===== config.mk =====
export PLATFORM = sky130hd
export DESIGN_NAME = baseline_offset_calibrator
export DESIGN_NICKNAME = d
export VERILOG_FILES = /design/src/rtl/bcal_pkg.sv /design/src/rtl/bcal_div.sv /design/src/rtl/baseline_offset_calibrator.sv
export SDC_FILE = /design/constraint.sdc
export NUM_CORES = 2
export LEC_CHECK = 0
export BUFFER_PORTS_ARGS = -buffer_cell sky130_fd_sc_hd__buf_4
export CAP_MARGIN = 15
export CORE_MARGIN = 2
export CORE_UTILIZATION = 65
export CTS_CLUSTER_DIAMETER = 60
export CTS_CLUSTER_SIZE = 25
export DETAILED_ROUTE_END_ITERATION = 6
export HOLD_SLACK_MARGIN = 0.1
export MAX_ROUTING_LAYER = met4
export PLACE_DENSITY_LB_ADDON = 0.1
export SYNTH_ARGS = -nofsm -noshare
export SYNTH_HDL_FRONTEND = slang
export SYNTH_HIERARCHICAL = 1
export SYNTH_SLANG_ARGS = --single-unit

===== constraint.sdc =====
create_clock -name i_clk -period 10.2 [get_ports i_clk]
set_clock_uncertainty 0.2 [all_clocks]
set_input_delay 0.51 -clock i_clk [delete_from_list [all_inputs] [get_ports i_clk]]
set_output_delay 0.51 -clock i_clk [all_outputs]
set_load 0.01 [all_outputs]

===== src/rtl/bcal_pkg.sv =====
// Shared types and constants of the baseline offset calibrator.
package bcal_pkg;

    localparam int CH_W     = 3;
    localparam int NREG     = 8;
    localparam int TGT_W    = 16;
    localparam int WORD_W   = 32;
    localparam int SIZE_W   = 28;
    localparam int SUM_W    = 48;
    localparam int N_W      = SIZE_W + 1;
    localparam int PROD_W   = TGT_W + N_W;
    localparam int MAX_F    = 8;
    localparam int DIV_DW   = SUM_W + MAX_F;
    localparam int DIV_VW   = N_W;
    localparam int Q_W      = DIV_DW + 1;
    localparam int LVL_W    = 16;
    localparam int Q4_W     = 21;
    localparam int IN_W     = 40;
    localparam int OUT_W    = 48;
    localparam int NCH_DEF  = 8;
    localparam int ADC_DEF  = 14;
    localparam int DAC_DEF  = 16;

    localparam logic [11:0]       HDR_MARK = 12'hA00;
    localparam logic [WORD_W-1:0] FILLER   = 32'hFFFF_FFFF;

    localparam logic KIND_UPDATE = 1'b0;
    localparam logic KIND_ERROR  = 1'b1;

    typedef enum logic [1:0] {
        OP_EVENT  = 2'd0,
        OP_PRESET = 2'd1,
        OP_CLEAR  = 2'd2
    } t_op;

    typedef enum logic [2:0] {
        PH_IDLE, PH_FILLED, PH_MASK, PH_SKIP1, PH_SKIP2, PH_DATA
    } t_phase;

    typedef enum logic [2:0] {
        C_IDLE, C_WPC, C_MUL, C_SUB, C_CONV, C_DIV, C_FIN
    } t_cst;

    typedef struct packed {
        logic              start;
        logic [DIV_DW-1:0] dividend;
        logic [DIV_VW-1:0] divisor;
    } t_div_req;

    typedef struct packed {
        logic              done;
        logic              rem_nz;
        logic [DIV_DW-1:0] quo;
    } t_div_rsp;

endpackage


===== src/rtl/bcal_div.sv =====
// Restoring divider, one quotient bit per cycle.
module bcal_div import bcal_pkg::*; (
    input  logic     i_clk,
    input  logic     i_rst_n,
    input  t_div_req i_req,
    output t_div_rsp o_rsp
);
    localparam int CNT_W = $clog2(DIV_DW + 1);

    logic              r_busy, r_done;
    logic [CNT_W-1:0]  r_cnt;
    logic [DIV_VW-1:0] r_rem, r_div;
    logic [DIV_DW-1:0] r_quo;
    logic [DIV_VW:0]   trial, n_rem;
    logic              ge;

    always_comb begin
        trial = {r_rem, r_quo[DIV_DW-1]};
        ge    = trial >= {1'b0, r_div};
        n_rem = ge ? trial - {1'b0, r_div} : trial;
    end

    always_ff @(posedge i_clk) begin
        if (!i_rst_n) begin
            r_busy <= 1'b0;
            r_done <= 1'b0;
            r_cnt  <= '0;
        end else begin
            r_done <= 1'b0;
            if (i_req.start) begin
                r_busy <= 1'b1;
                r_cnt  <= CNT_W'(DIV_DW);
            end else if (r_busy) begin
                r_cnt <= r_cnt - 1'b1;
                if (r_cnt == CNT_W'(1)) begin
                    r_busy <= 1'b0;
                    r_done <= 1'b1;
                end
            end
        end
    end

    always_ff @(posedge i_clk) begin
        if (i_req.start) begin
            r_rem <= '0;
            r_quo <= i_req.dividend;
            r_div <= i_req.divisor;
        end else if (r_busy) begin
            r_rem <= n_rem[DIV_VW-1:0];
            r_quo <= {r_quo[DIV_DW-2:0], ge};
        end
    end

    assign o_rsp.done   = r_done;
    assign o_rsp.rem_nz = |r_rem;
    assign o_rsp.quo    = r_quo;

endmodule


===== src/rtl/baseline_offset_calibrator.sv =====
// Baseline offset calibrator: event parser, update sequencer and channel stores.
//
// Input stream (i_s_*): one transaction per event word or control op. Event
// words are taken one per cycle. The mask word starts a split of the payload
// over the masked channels, and the last word of an active channel starts the
// offset update; both run on one shared bit-serial divider, so the block
// drops o_s_tready while the split (mask word) or the update (channel end)
// runs, before taking the next word.
// Output stream (o_m_*): at most one result per input transaction, either a
// channel update (tuser 0) or a header error (tuser 1, tdata zero). A header
// error appears in the cycle after its word. The result sits in an output
// register; while it waits and the receiver stalls, o_s_tready stays low and
// no transaction is taken, so a waiting result is never overwritten.
// Config port: i_cfg_we writes target i_cfg_addr; write only while idle.
// Reset (synchronous, active low) clears the parser, all converged flags,
// the DAC levels and targets, and empties the output register.
module baseline_offset_calibrator import bcal_pkg::*; #(
    parameter int NUM_CHANNELS = NCH_DEF,
    parameter int ADC_BITS     = ADC_DEF,
    parameter int DAC_BITS     = DAC_DEF
) (
    input  logic             i_clk,
    input  logic             i_rst_n,
    input  logic             i_s_tvalid,
    output logic             o_s_tready,
    input  logic [IN_W-1:0]  i_s_tdata,   // op[1:0], word[33:2], channel[36:34]
    output logic             o_m_tvalid,
    input  logic             i_m_tready,
    output logic [OUT_W-1:0] o_m_tdata,   // channel_res[2:0], dac_level[18:3],
                                          // mean_diff_q4[39:19], converged[40],
                                          // all_converged[41]
    output logic             o_m_tuser,   // kind
    input  logic             i_cfg_we,
    input  logic [CH_W-1:0]  i_cfg_addr,
    input  logic [TGT_W-1:0] i_cfg_data
);
    // scale shifts: Q = floor(num * 2^F / n), corr and q4 taken from Q by floors
    localparam int SHIFT   = DAC_BITS - ADC_BITS;
    localparam int F       = (SHIFT > 4) ? SHIFT : 4;
    localparam int SH_CORR = F - SHIFT;
    localparam int SH_Q4   = F - 4;
    localparam logic [7:0] CH_MASK = 8'((1 << NUM_CHANNELS) - 1);

    // stores
    logic [TGT_W-1:0] r_target [NREG];
    logic [LVL_W-1:0] r_dac [NUM_CHANNELS];
    logic [NUM_CHANNELS-1:0] r_done;

    // parser state
    t_phase           r_phase;
    logic [7:0]       r_event_mask, r_pending;
    logic [SIZE_W-1:0] r_payload, r_words_left, r_wpc, r_wc;
    logic [CH_W-1:0]  r_cur;
    logic             r_open, r_active;
    logic [SUM_W-1:0] r_sum;

    // update sequencer
    t_cst             r_cst, n_cst;
    logic [CH_W-1:0]  r_calc_ch;
    logic [SUM_W-1:0] r_calc_sum;
    logic [N_W-1:0]   r_n;
    logic [PROD_W-1:0] r_prod;
    logic             r_neg, r_conv;
    logic [SUM_W-1:0] r_mag;
    logic signed [Q_W-1:0] r_q;

    // output register
    logic             r_out_valid, r_out_kind;
    logic [OUT_W-1:0] r_out_data;

    t_div_req div_req;
    t_div_rsp div_rsp;

    bcal_div u_div (
        .i_clk  (i_clk),
        .i_rst_n(i_rst_n),
        .i_req  (div_req),
        .o_rsp  (div_rsp)
    );

    // input fields
    logic [1:0]        in_op;
    logic [WORD_W-1:0] in_word;
    logic [CH_W-1:0]   in_ch;
    logic              accept, out_free;

    assign in_op   = i_s_tdata[1:0];
    assign in_word = i_s_tdata[33:2];
    assign in_ch   = i_s_tdata[36:34];
    assign out_free   = !r_out_valid || i_m_tready;
    assign o_s_tready = (r_cst == C_IDLE) && out_free;
    assign accept     = i_s_tvalid && o_s_tready;

    // header / mask decode
    logic [7:0]        m_bits;
    logic [3:0]        m_cnt;
    logic              mask_bad;
    logic [SIZE_W-1:0] hdr_size;

    always_comb begin
        m_bits = in_word[7:0] & CH_MASK;
        m_cnt  = '0;
        for (int c = 0; c < 8; c++) begin
            m_cnt = m_cnt + 4'(m_bits[c]);
        end
        mask_bad = (in_word[31:28] != 4'd0) || (m_cnt == 4'd0) ||
                   (r_payload < SIZE_W'(m_cnt));
        hdr_size = in_word[SIZE_W-1:0];
    end

    // lowest pending channel
    function automatic logic [3:0] first_set(input logic [7:0] m);
        logic [3:0] r;
        r = 4'b0000;
        for (int c = 7; c >= 0; c--) begin
            if (m[c]) begin
                r = {1'b1, 3'(c)};
            end
        end
        return r;
    endfunction

    // data word arithmetic
    logic [SUM_W-1:0]  sum_add;
    logic [SIZE_W-1:0] wc_next, wl_next;
    logic [7:0]        open_src;
    logic [3:0]        pick;
    logic              chan_end, start_upd, is_data, is_skip2, is_mask_ok;

    always_comb begin
        sum_add  = r_sum + SUM_W'(in_word[15:0]) + SUM_W'(in_word[31:16]);
        wc_next  = r_wc + 1'b1;
        wl_next  = (r_words_left != '0) ? r_words_left - 1'b1 : r_words_left;
        is_data  = accept && (in_op == OP_EVENT) && (r_phase == PH_DATA);
        is_skip2 = accept && (in_op == OP_EVENT) && (r_phase == PH_SKIP2);
        is_mask_ok = accept && (in_op == OP_EVENT) && (r_phase == PH_MASK) &&
                     !mask_bad;
        chan_end  = is_data && r_open && (wc_next >= r_wpc);
        start_upd = chan_end && r_active;
        open_src  = is_skip2 ? r_event_mask : r_pending;
        pick      = first_set(open_src);
    end

    // update arithmetic
    logic [SUM_W:0]        diff;
    logic [N_W+1:0]        n3;
    logic signed [Q_W-1:0] q_corr, q_q4;
    logic signed [Q_W:0]   lvl_full;
    logic [LVL_W-1:0]      lvl_sat;
    logic [Q4_W-1:0]       q4_sat;
    logic [NUM_CHANNELS-1:0] done_new;
    logic                  all_conv;

    always_comb begin
        diff     = {1'b0, r_calc_sum} - (SUM_W+1)'(r_prod);
        n3       = {1'b0, r_n, 1'b0} + (N_W+2)'(r_n);
        q_corr   = r_q >>> SH_CORR;
        q_q4     = r_q >>> SH_Q4;
        lvl_full = (Q_W+1)'(signed'({1'b0, r_dac[r_calc_ch]})) + (Q_W+1)'(q_corr);
        if (lvl_full < 0) begin
            lvl_sat = '0;
        end else if (lvl_full > (Q_W+1)'(65535)) begin
            lvl_sat = '1;
        end else begin
            lvl_sat = lvl_full[LVL_W-1:0];
        end
        if (q_q4 > Q_W'(1048575)) begin
            q4_sat = {1'b0, {(Q4_W-1){1'b1}}};
        end else if (q_q4 < -Q_W'(1048576)) begin
            q4_sat = {1'b1, {(Q4_W-1){1'b0}}};
        end else begin
            q4_sat = q_q4[Q4_W-1:0];
        end
        done_new = r_done;
        if (r_conv) begin
            done_new[r_calc_ch] = 1'b1;
        end
        all_conv = &(~r_event_mask[NUM_CHANNELS-1:0] | done_new);
    end

    // divider request
    always_comb begin
        div_req = '0;
        if (is_mask_ok) begin
            div_req.start    = 1'b1;
            div_req.dividend = DIV_DW'(r_payload);
            div_req.divisor  = DIV_VW'(m_cnt);
        end else if (r_cst == C_CONV) begin
            div_req.start    = 1'b1;
            div_req.dividend = DIV_DW'(r_mag) << F;
            div_req.divisor  = r_n;
        end
    end

    // sequencer next state
    always_comb begin
        n_cst = r_cst;
        case (r_cst)
            C_IDLE: begin
                if (is_mask_ok) begin
                    n_cst = C_WPC;
                end else if (start_upd) begin
                    n_cst = C_MUL;
                end
            end
            C_WPC:  if (div_rsp.done) n_cst = C_IDLE;
            C_MUL:  n_cst = C_SUB;
            C_SUB:  n_cst = C_CONV;
            C_CONV: n_cst = C_DIV;
            C_DIV:  if (div_rsp.done) n_cst = C_FIN;
            C_FIN:  if (out_free) n_cst = C_IDLE;
            default: n_cst = C_IDLE;
        endcase
    end

    // output register loads
    logic             out_load, out_err;
    always_comb begin
        out_err  = 1'b0;
        out_load = 1'b0;
        if (accept && (in_op == OP_EVENT)) begin
            case (r_phase)
                PH_IDLE, PH_FILLED:
                    out_err = (in_word[31:20] != HDR_MARK) &&
                              !((in_word == FILLER) && (r_phase == PH_IDLE));
                PH_MASK: out_err = mask_bad;
                default: out_err = 1'b0;
            endcase
        end
        out_load = out_err || ((r_cst == C_FIN) && out_free);
    end

    always_ff @(posedge i_clk) begin
        if (!i_rst_n) begin
            r_cst       <= C_IDLE;
            r_out_valid <= 1'b0;
        end else begin
            r_cst <= n_cst;
            if (out_load) begin
                r_out_valid <= 1'b1;
            end else if (i_m_tready) begin
                r_out_valid <= 1'b0;
            end
        end
    end

    always_ff @(posedge i_clk) begin
        if (out_err) begin
            r_out_kind <= KIND_ERROR;
            r_out_data <= '0;
        end else if (out_load) begin
            r_out_kind <= KIND_UPDATE;
            r_out_data <= {6'd0, all_conv, r_conv, q4_sat, lvl_sat, r_calc_ch};
        end
    end

    // update datapath
    always_ff @(posedge i_clk) begin
        case (r_cst)
            C_MUL: begin
                r_prod <= PROD_W'(r_target[r_calc_ch] * r_n);
            end
            C_SUB: begin
                r_neg <= diff[SUM_W];
                r_mag <= diff[SUM_W] ? SUM_W'(-diff) : diff[SUM_W-1:0];
            end
            C_CONV: begin
                r_conv <= (SUM_W+1)'(r_mag) < (SUM_W+1)'(n3);
            end
            C_DIV: begin
                if (div_rsp.done) begin
                    if (!r_neg) begin
                        r_q <= signed'({1'b0, div_rsp.quo});
                    end else if (div_rsp.rem_nz) begin
                        r_q <= signed'(~{1'b0, div_rsp.quo});
                    end else begin
                        r_q <= signed'(-{1'b0, div_rsp.quo});
                    end
                end
            end
            default: begin
            end
        endcase
        if (start_upd) begin
            r_calc_ch  <= r_cur;
            r_calc_sum <= sum_add;
            r_n        <= {r_wpc, 1'b0};
        end
    end

    // parser, stores and config
    always_ff @(posedge i_clk) begin
        if (!i_rst_n) begin
            r_phase      <= PH_IDLE;
            r_event_mask <= '0;
            r_pending    <= '0;
            r_payload    <= '0;
            r_words_left <= '0;
            r_wpc        <= '0;
            r_wc         <= '0;
            r_cur        <= '0;
            r_open       <= 1'b0;
            r_active     <= 1'b0;
            r_sum        <= '0;
            r_done       <= '0;
            for (int i = 0; i < NUM_CHANNELS; i++) r_dac[i] <= '0;
            for (int i = 0; i < NREG; i++) r_target[i] <= '0;
        end else begin
            if (i_cfg_we) begin
                r_target[i_cfg_addr] <= i_cfg_data;
            end
            if ((r_cst == C_WPC) && div_rsp.done) begin
                r_wpc <= div_rsp.quo[SIZE_W-1:0];
            end
            if ((r_cst == C_FIN) && out_free) begin
                r_dac[r_calc_ch] <= lvl_sat;
                r_done           <= done_new;
            end
            if (accept) begin
                case (in_op)
                    OP_PRESET: begin
                        if (32'(in_ch) < NUM_CHANNELS) begin
                            r_dac[in_ch] <= in_word[LVL_W-1:0];
                        end
                    end
                    OP_CLEAR: r_done <= '0;
                    OP_EVENT: begin
                        case (r_phase)
                            PH_IDLE, PH_FILLED: begin
                                if (in_word[31:20] == HDR_MARK) begin
                                    r_payload <= (hdr_size >= SIZE_W'(4)) ?
                                                 hdr_size - SIZE_W'(4) : '0;
                                    r_phase   <= PH_MASK;
                                end else if ((in_word == FILLER) &&
                                             (r_phase == PH_IDLE)) begin
                                    r_phase <= PH_FILLED;
                                end else begin
                                    r_phase <= PH_IDLE;
                                end
                            end
                            PH_MASK: begin
                                if (mask_bad) begin
                                    r_phase <= PH_IDLE;
                                end else begin
                                    r_event_mask <= m_bits;
                                    r_words_left <= r_payload;
                                    r_phase      <= PH_SKIP1;
                                end
                            end
                            PH_SKIP1: r_phase <= PH_SKIP2;
                            PH_SKIP2: begin
                                r_phase   <= PH_DATA;
                                r_pending <= open_src & ~(8'd1 << pick[2:0]);
                                r_open    <= pick[3];
                                r_active  <= pick[3] && !r_done[pick[2:0]];
                                r_cur     <= pick[2:0];
                                r_sum     <= '0;
                                r_wc      <= '0;
                            end
                            PH_DATA: begin
                                if (chan_end) begin
                                    r_pending <= open_src & ~(8'd1 << pick[2:0]);
                                    r_cur     <= pick[2:0];
                                    r_sum     <= '0;
                                    r_wc      <= '0;
                                end else if (r_open) begin
                                    if (r_active) r_sum <= sum_add;
                                    r_wc <= wc_next;
                                end
                                r_words_left <= wl_next;
                                // payload exhausted: close the event
                                if (wl_next == '0) begin
                                    r_phase  <= PH_IDLE;
                                    r_open   <= 1'b0;
                                    r_active <= 1'b0;
                                end else if (chan_end) begin
                                    r_open   <= pick[3];
                                    r_active <= pick[3] && !r_done[pick[2:0]];
                                end
                            end
                            default: r_phase <= PH_IDLE;
                        endcase
                    end
                    default: begin
                    end
                endcase
            end
        end
    end

    assign o_m_tvalid = r_out_valid;
    assign o_m_tdata  = r_out_data;
    assign o_m_tuser  = r_out_kind;

    // no input taken while the sequencer is busy
    a_busy_stall: assert property (@(posedge i_clk) disable iff (!i_rst_n)
        (r_cst != C_IDLE) |-> !o_s_tready)
        else $error("input taken during update");

    // an error result carries an all-zero payload
    a_err_zero: assert property (@(posedge i_clk) disable iff (!i_rst_n)
        (r_out_valid && (r_out_kind == KIND_ERROR)) |-> (r_out_data == '0))
        else $error("error result with payload");

    // finishing an update always presents an update result
    a_fin_out: assert property (@(posedge i_clk) disable iff (!i_rst_n)
        ((r_cst == C_FIN) && out_free) |=> (r_out_valid && (r_out_kind == KIND_UPDATE)))
        else $error("update result lost");

endmodule


==> insert_results.sql <==
INSERT INTO impl_metrics (metric_group, metric, value, unit) VALUES
('run_status', 'run_status', 'finished, final reports clean', ''),
('synthesis', 'synth_compound_area_share', '12.77', '%'),
('drt', 'num_vias', '49390', ''),
('timing', 'slew_at_the_pin_with_the_worst_max_slew_slack', '1.290', 'ns'),
('pwr', 'switchingPower', '4.381', 'mW'),
('min_path', 'min_delay_path_depth', '4', ''),
('clock_tree', 'clkLatencyLatePin', '0.70', 'ns'),
('synthesis', 'synth_edf_count', '571', ''),
('pwr', 'power.share.clock', '26.4', '%'),
('timing', 'fin_crit', '9.046', 'ns'),
('timing', 'finalHoldViolations', '0', ''),
('clock_tree', 'worst_setup_hold_path_clk_slew', '0.09', 'ns'),
('pwr', 'share_seq_of_total_power', '33.5', '%'),
('die', 'die_area', '99380', 'um^2'),
('pwr', 'largest_voltage_drop_on_the_vdd_net', '0.2621', 'mV'),
('clock_tree', 'cts_max_path_bufs', '3', ''),
('setup_path', 'ff2ff_setup_slack', '1.15', 'ns'),
('synthesis', 'async_flop_share', '0', '%'),
('pwr', 'power.leakage', '27.78', 'nW'),
('clock_tree', 'cts_sinks', '850', ''),
('global_route', 'globalRoute.totalOverflow', '0', ''),
('final_layout', 'final_util', '70.79', '%'),
('timing', 'setup_violations', '0', ''),
('drt', 'post_drt_wl_per_cell', '22.18', 'um'),
('final_layout', 'final_net_count', '7256', ''),
('setup_path', 'critical_path_peak_fanout', '33', ''),
('setup_path', 'crit_arrival', '9.26', 'ns'),
('synthesis', 'synth_seq_cells', '850', ''),
('placement', 'globalplace.congestion', '0.9851', ''),
('final_layout', 'areaGrowthSynthToFinish', '8.236', '%'),
('global_route', 'gr-usage-all-layers', '36.28', '%'),
('synthesis', 'synthesis.instances', '6453', ''),
('drt', 'antenna_violating_nets_post_route', '0', ''),
('die', 'design.portCount', '115', ''),
('die', 'design.core.area', '96280', 'um^2'),
('synthesis', 'yosysUniqueCellTypes', '105', ''),
('clock_tree', 'cts-resized-gates', '0', ''),
('timing', 'finalCritPeriodShare', '88.68', '%'),
('setup_path', 'critical_path.reg2reg.endpoint', 'r_prod[43]$_DFFE_PP_', ''),
('timing', 'timing.slew.headroom', '14.00', '%'),
('die', 'die_width', '315.2', 'um'),
('synthesis', 'synthXorXnorAreaFrac', '4.646', '%'),
('drt', 'remaining_drc_errors', '0', ''),
('placement', 'dp_hpwl', '126600', 'um'),
('global_route', 'grt_max_degree', '95', ''),
('die', 'floorplan.initialDensity', '65.40', '%'),
('timing', 'grt_setup_unrepaired', 'no', ''),
('drt', 'finalWirelength', '173500', 'um'),
('setup_path', 'worst_path_largest_cell_delay', '0.78', 'ns'),
('min_path', 'hold_class', 'in -> reg', ''),
('pwr', 'power.density', '173.4', 'nW/um^2'),
('drt', 'route.detailed.vias_per_inst', '6.315', ''),
('synthesis', 'synthesis.area_per_instance', '9.758', 'um^2'),
('setup_path', 'critPathMostFrequentCell', 'fa_1', ''),
('global_route', 'first_global_vias', '47650', ''),
('clock_tree', 'root_buf_cell', 'clkbuf_16', ''),
('synthesis', 'yosys_warnings', '6', ''),
('global_route', 'grt_first_pass_wirelength', '271900', 'um'),
('synthesis', 'post_synth_fa_ha_maj_area_fraction', '18.76', '%'),
('setup_path', 'worst_path_required_time', '10.41', 'ns'),
('global_route', 'number_of_antenna_violations_at_the_first_check_in_global_routing', '2', ''),
('synthesis', 'postSynth.topFlopCell', 'edfxtp_1', ''),
('synthesis', 'synth_seq_area_share', '36.10', '%'),
('final_layout', 'post_route_cells_drive_above_1_share', '8.835', '%'),
('pwr', 'power.combinational.fraction', '40.1', '%'),
('synthesis', 'synth_top_family_by_area', 'adder cells', ''),
('job', 'drv_cap', '0', ''),
('clock_tree', 'tritoncts', 'built', ''),
('setup_path', 'critical_path_class', 'reg -> reg', ''),
('synthesis', 'post_synthesis_instance_area', '62970', 'um^2'),
('drt', 'number_of_design_rule_violations_left_by_the_first_detailed_router_iteration', '5489', '');
worst max-delay path by stage:
stage	from	slack, ns	to	depth (start not counted)
floorplan	register	1.76	r_prod[43]$_DFFE_PP_	28
global placement	register	1.32	r_prod[43]$_DFFE_PP_	26
detailed placement	register	1.28	r_prod[43]$_DFFE_PP_	26
CTS	register	1.16	r_prod[43]$_DFFE_PP_	26
global route	register	0.66	r_prod[43]$_DFFE_PP_	26
finish	register	1.15	r_prod[43]$_DFFE_PP_	26
area by class of cell:
cell class	count	area, um^2
fill	7309	28130
tap	1276	1597
inverter	620	2330
clock inverter	59	823.3
clock buffer	79	1913
multi-input combinational	4706	36900
sequential	850	22740
antenna	2	5.005
timing repair buffer	228	1844
placed cells by master (no fill, tap or decap), types with 28 or more instances in the layout:
cell type | synthesis | routed
nand3_1 | 124 | 124
o31ai_1 | 49 | 49
xor2_1 | 108 | 108
and2_1 | 340 | 340
mux4_2 | 64 | 64
nand2_1 | 638 | 638
o21ai_0 | 215 | 208
nor2_1 | 516 | 513
or3_1 | 39 | 39
xnor2_1 | 226 | 226
inv_1 | 618 | 617
clkbuf_16 | 0 | 76
ha_1 | 325 | 325
o211ai_1 | 28 | 28
nor3_1 | 117 | 112
fa_1 | 387 | 387
a31oi_1 | 45 | 44
dlygate4sd3_1 | 0 | 43
a21oi_1 | 363 | 362
nand4_1 | 71 | 71
a22oi_1 | 49 | 49
mux2i_1 | 35 | 32
dfxtp_1 | 279 | 275
a21o_1 | 105 | 105
a22o_1 | 29 | 29
and3_1 | 59 | 58
a211oi_1 | 46 | 46
nand2b_1 | 70 | 69
mux2_2 | 89 | 89
nor2b_1 | 96 | 96
nor4_1 | 53 | 53
buf_4 | 7 | 183
edfxtp_1 | 571 | 571
flip-flops by register name, indices dropped and copies added (netlist names), 6 cells and up, named ones only:
signal / flops
o_m_tdata: 42
q_q4: 57
r_calc_sum: 48
r_dac: 128
r_done: 8
r_event_mask: 8
r_mag: 48
r_n: 28
r_payload: 28
r_pending: 8
r_prod: 44
r_sum: 48
r_target: 128
r_wc: 28
r_words_left: 28
r_wpc: 28
u_div/r_cnt: 6
u_div/r_div: 29
u_div/r_quo: 56
u_div/r_rem: 29
power by group through the flow:
stage	combinational, mW	sequential, mW	clock (mW)
6_report	4.74	3.95	3.12
5_1_grt	5.32	3.96	3.28
4_1_cts	4.74	3.95	3.15
3_5_place_dp	4.63	4.03	0
3_3_place_gp	4.59	4.03	0
2_1_floorplan	3.46	4.03	0
through the flow:
step	setup slack, ns	std cells	hold slack (ns)	power [mW]	area [um^2]
3_5_place_dp	1.278	7635	0.2420	8.661	64950
5_1_grt	0.6641	7818	0.1355	12.56	68150
3_3_place_gp	1.322	7635	0.2403	8.623	64950
4_1_cts	1.156	7816	0.1091	11.85	68120
6_report	1.154	7820	0.1418	11.82	68150
2_1_floorplan	1.759	6462	0.2245	7.483	63000
per-layer routing:
layer	track usage, %	up-vias	wire (um)
li1	-	22550	-
met1	49.40	24140	71850
met2	54.70	2336	78630
met3	7.361	362	16950
met4	11.80	0	6031
met5	-	-	0
kinds of logic (layout without fill, tap and decap cells):
| kind of cell | after synthesis | count (layout) |
|---|---|---|
| DFF | 850 | 850 |
| xor gates and xnor gates | 334 | 334 |
| AOI/OAI and AO/OA | 1209 | 1209 |
| and+or+nand+nor | 2253 | 2253 |
| other | 1 | 12 |
| muxes | 188 | 188 |
| buffers and inverters | 906 | 986 |
| adders and majority gates | 712 | 712 |
synthesized netlist by cell type (12+ instances only):
cell type and number:
a31oi_1 45, a211o_1 12, nor3b_1 16, a22o_1 29, xor2_1 108, o41ai_1 17
a21boi_0 12, a22oi_1 49, o31ai_1 49, nand2b_1 70, nor2_1 516, dfxtp_1 279
and2_1 340, nand4_1 71, and4_1 13, a311oi_1 16, nand3_1 124, and3_1 59
clkbuf_1 240, mux4_2 64, or2_2 15, edfxtp_1 571, nand3b_1 23, ha_1 325
a311oi_2 15, o211ai_1 28, o21a_1 26, o21ai_0 215, a21o_1 105, inv_1 618
xnor2_1 226, mux2_2 89, or4_1 16, a21oi_1 363, buf_1 24, fa_1 387
mux2i_1 35, nand2_1 638, nor2b_1 96, or3_1 39, nor4_1 53, nor3_1 117
o21bai_1 26, a211oi_1 46
what timing repair did:
action                    in CTS  in global routing
hold buffers                  43                  0
hold endpoints to repair     170                  0
setup buffers                  0                  0
worst max-delay path, delay by kind of cell (launching register included):
family	cells	cell delay (ns)
simple gates	3	0.53
fa+ha+maj	7	3.50
xor+xnor	1	0.08
buf+inv	4	0.21
flops	1	0.78
mux	2	1.13
compound gates	9	2.20
Note: power is estimated with default switching activity, not from simulation.
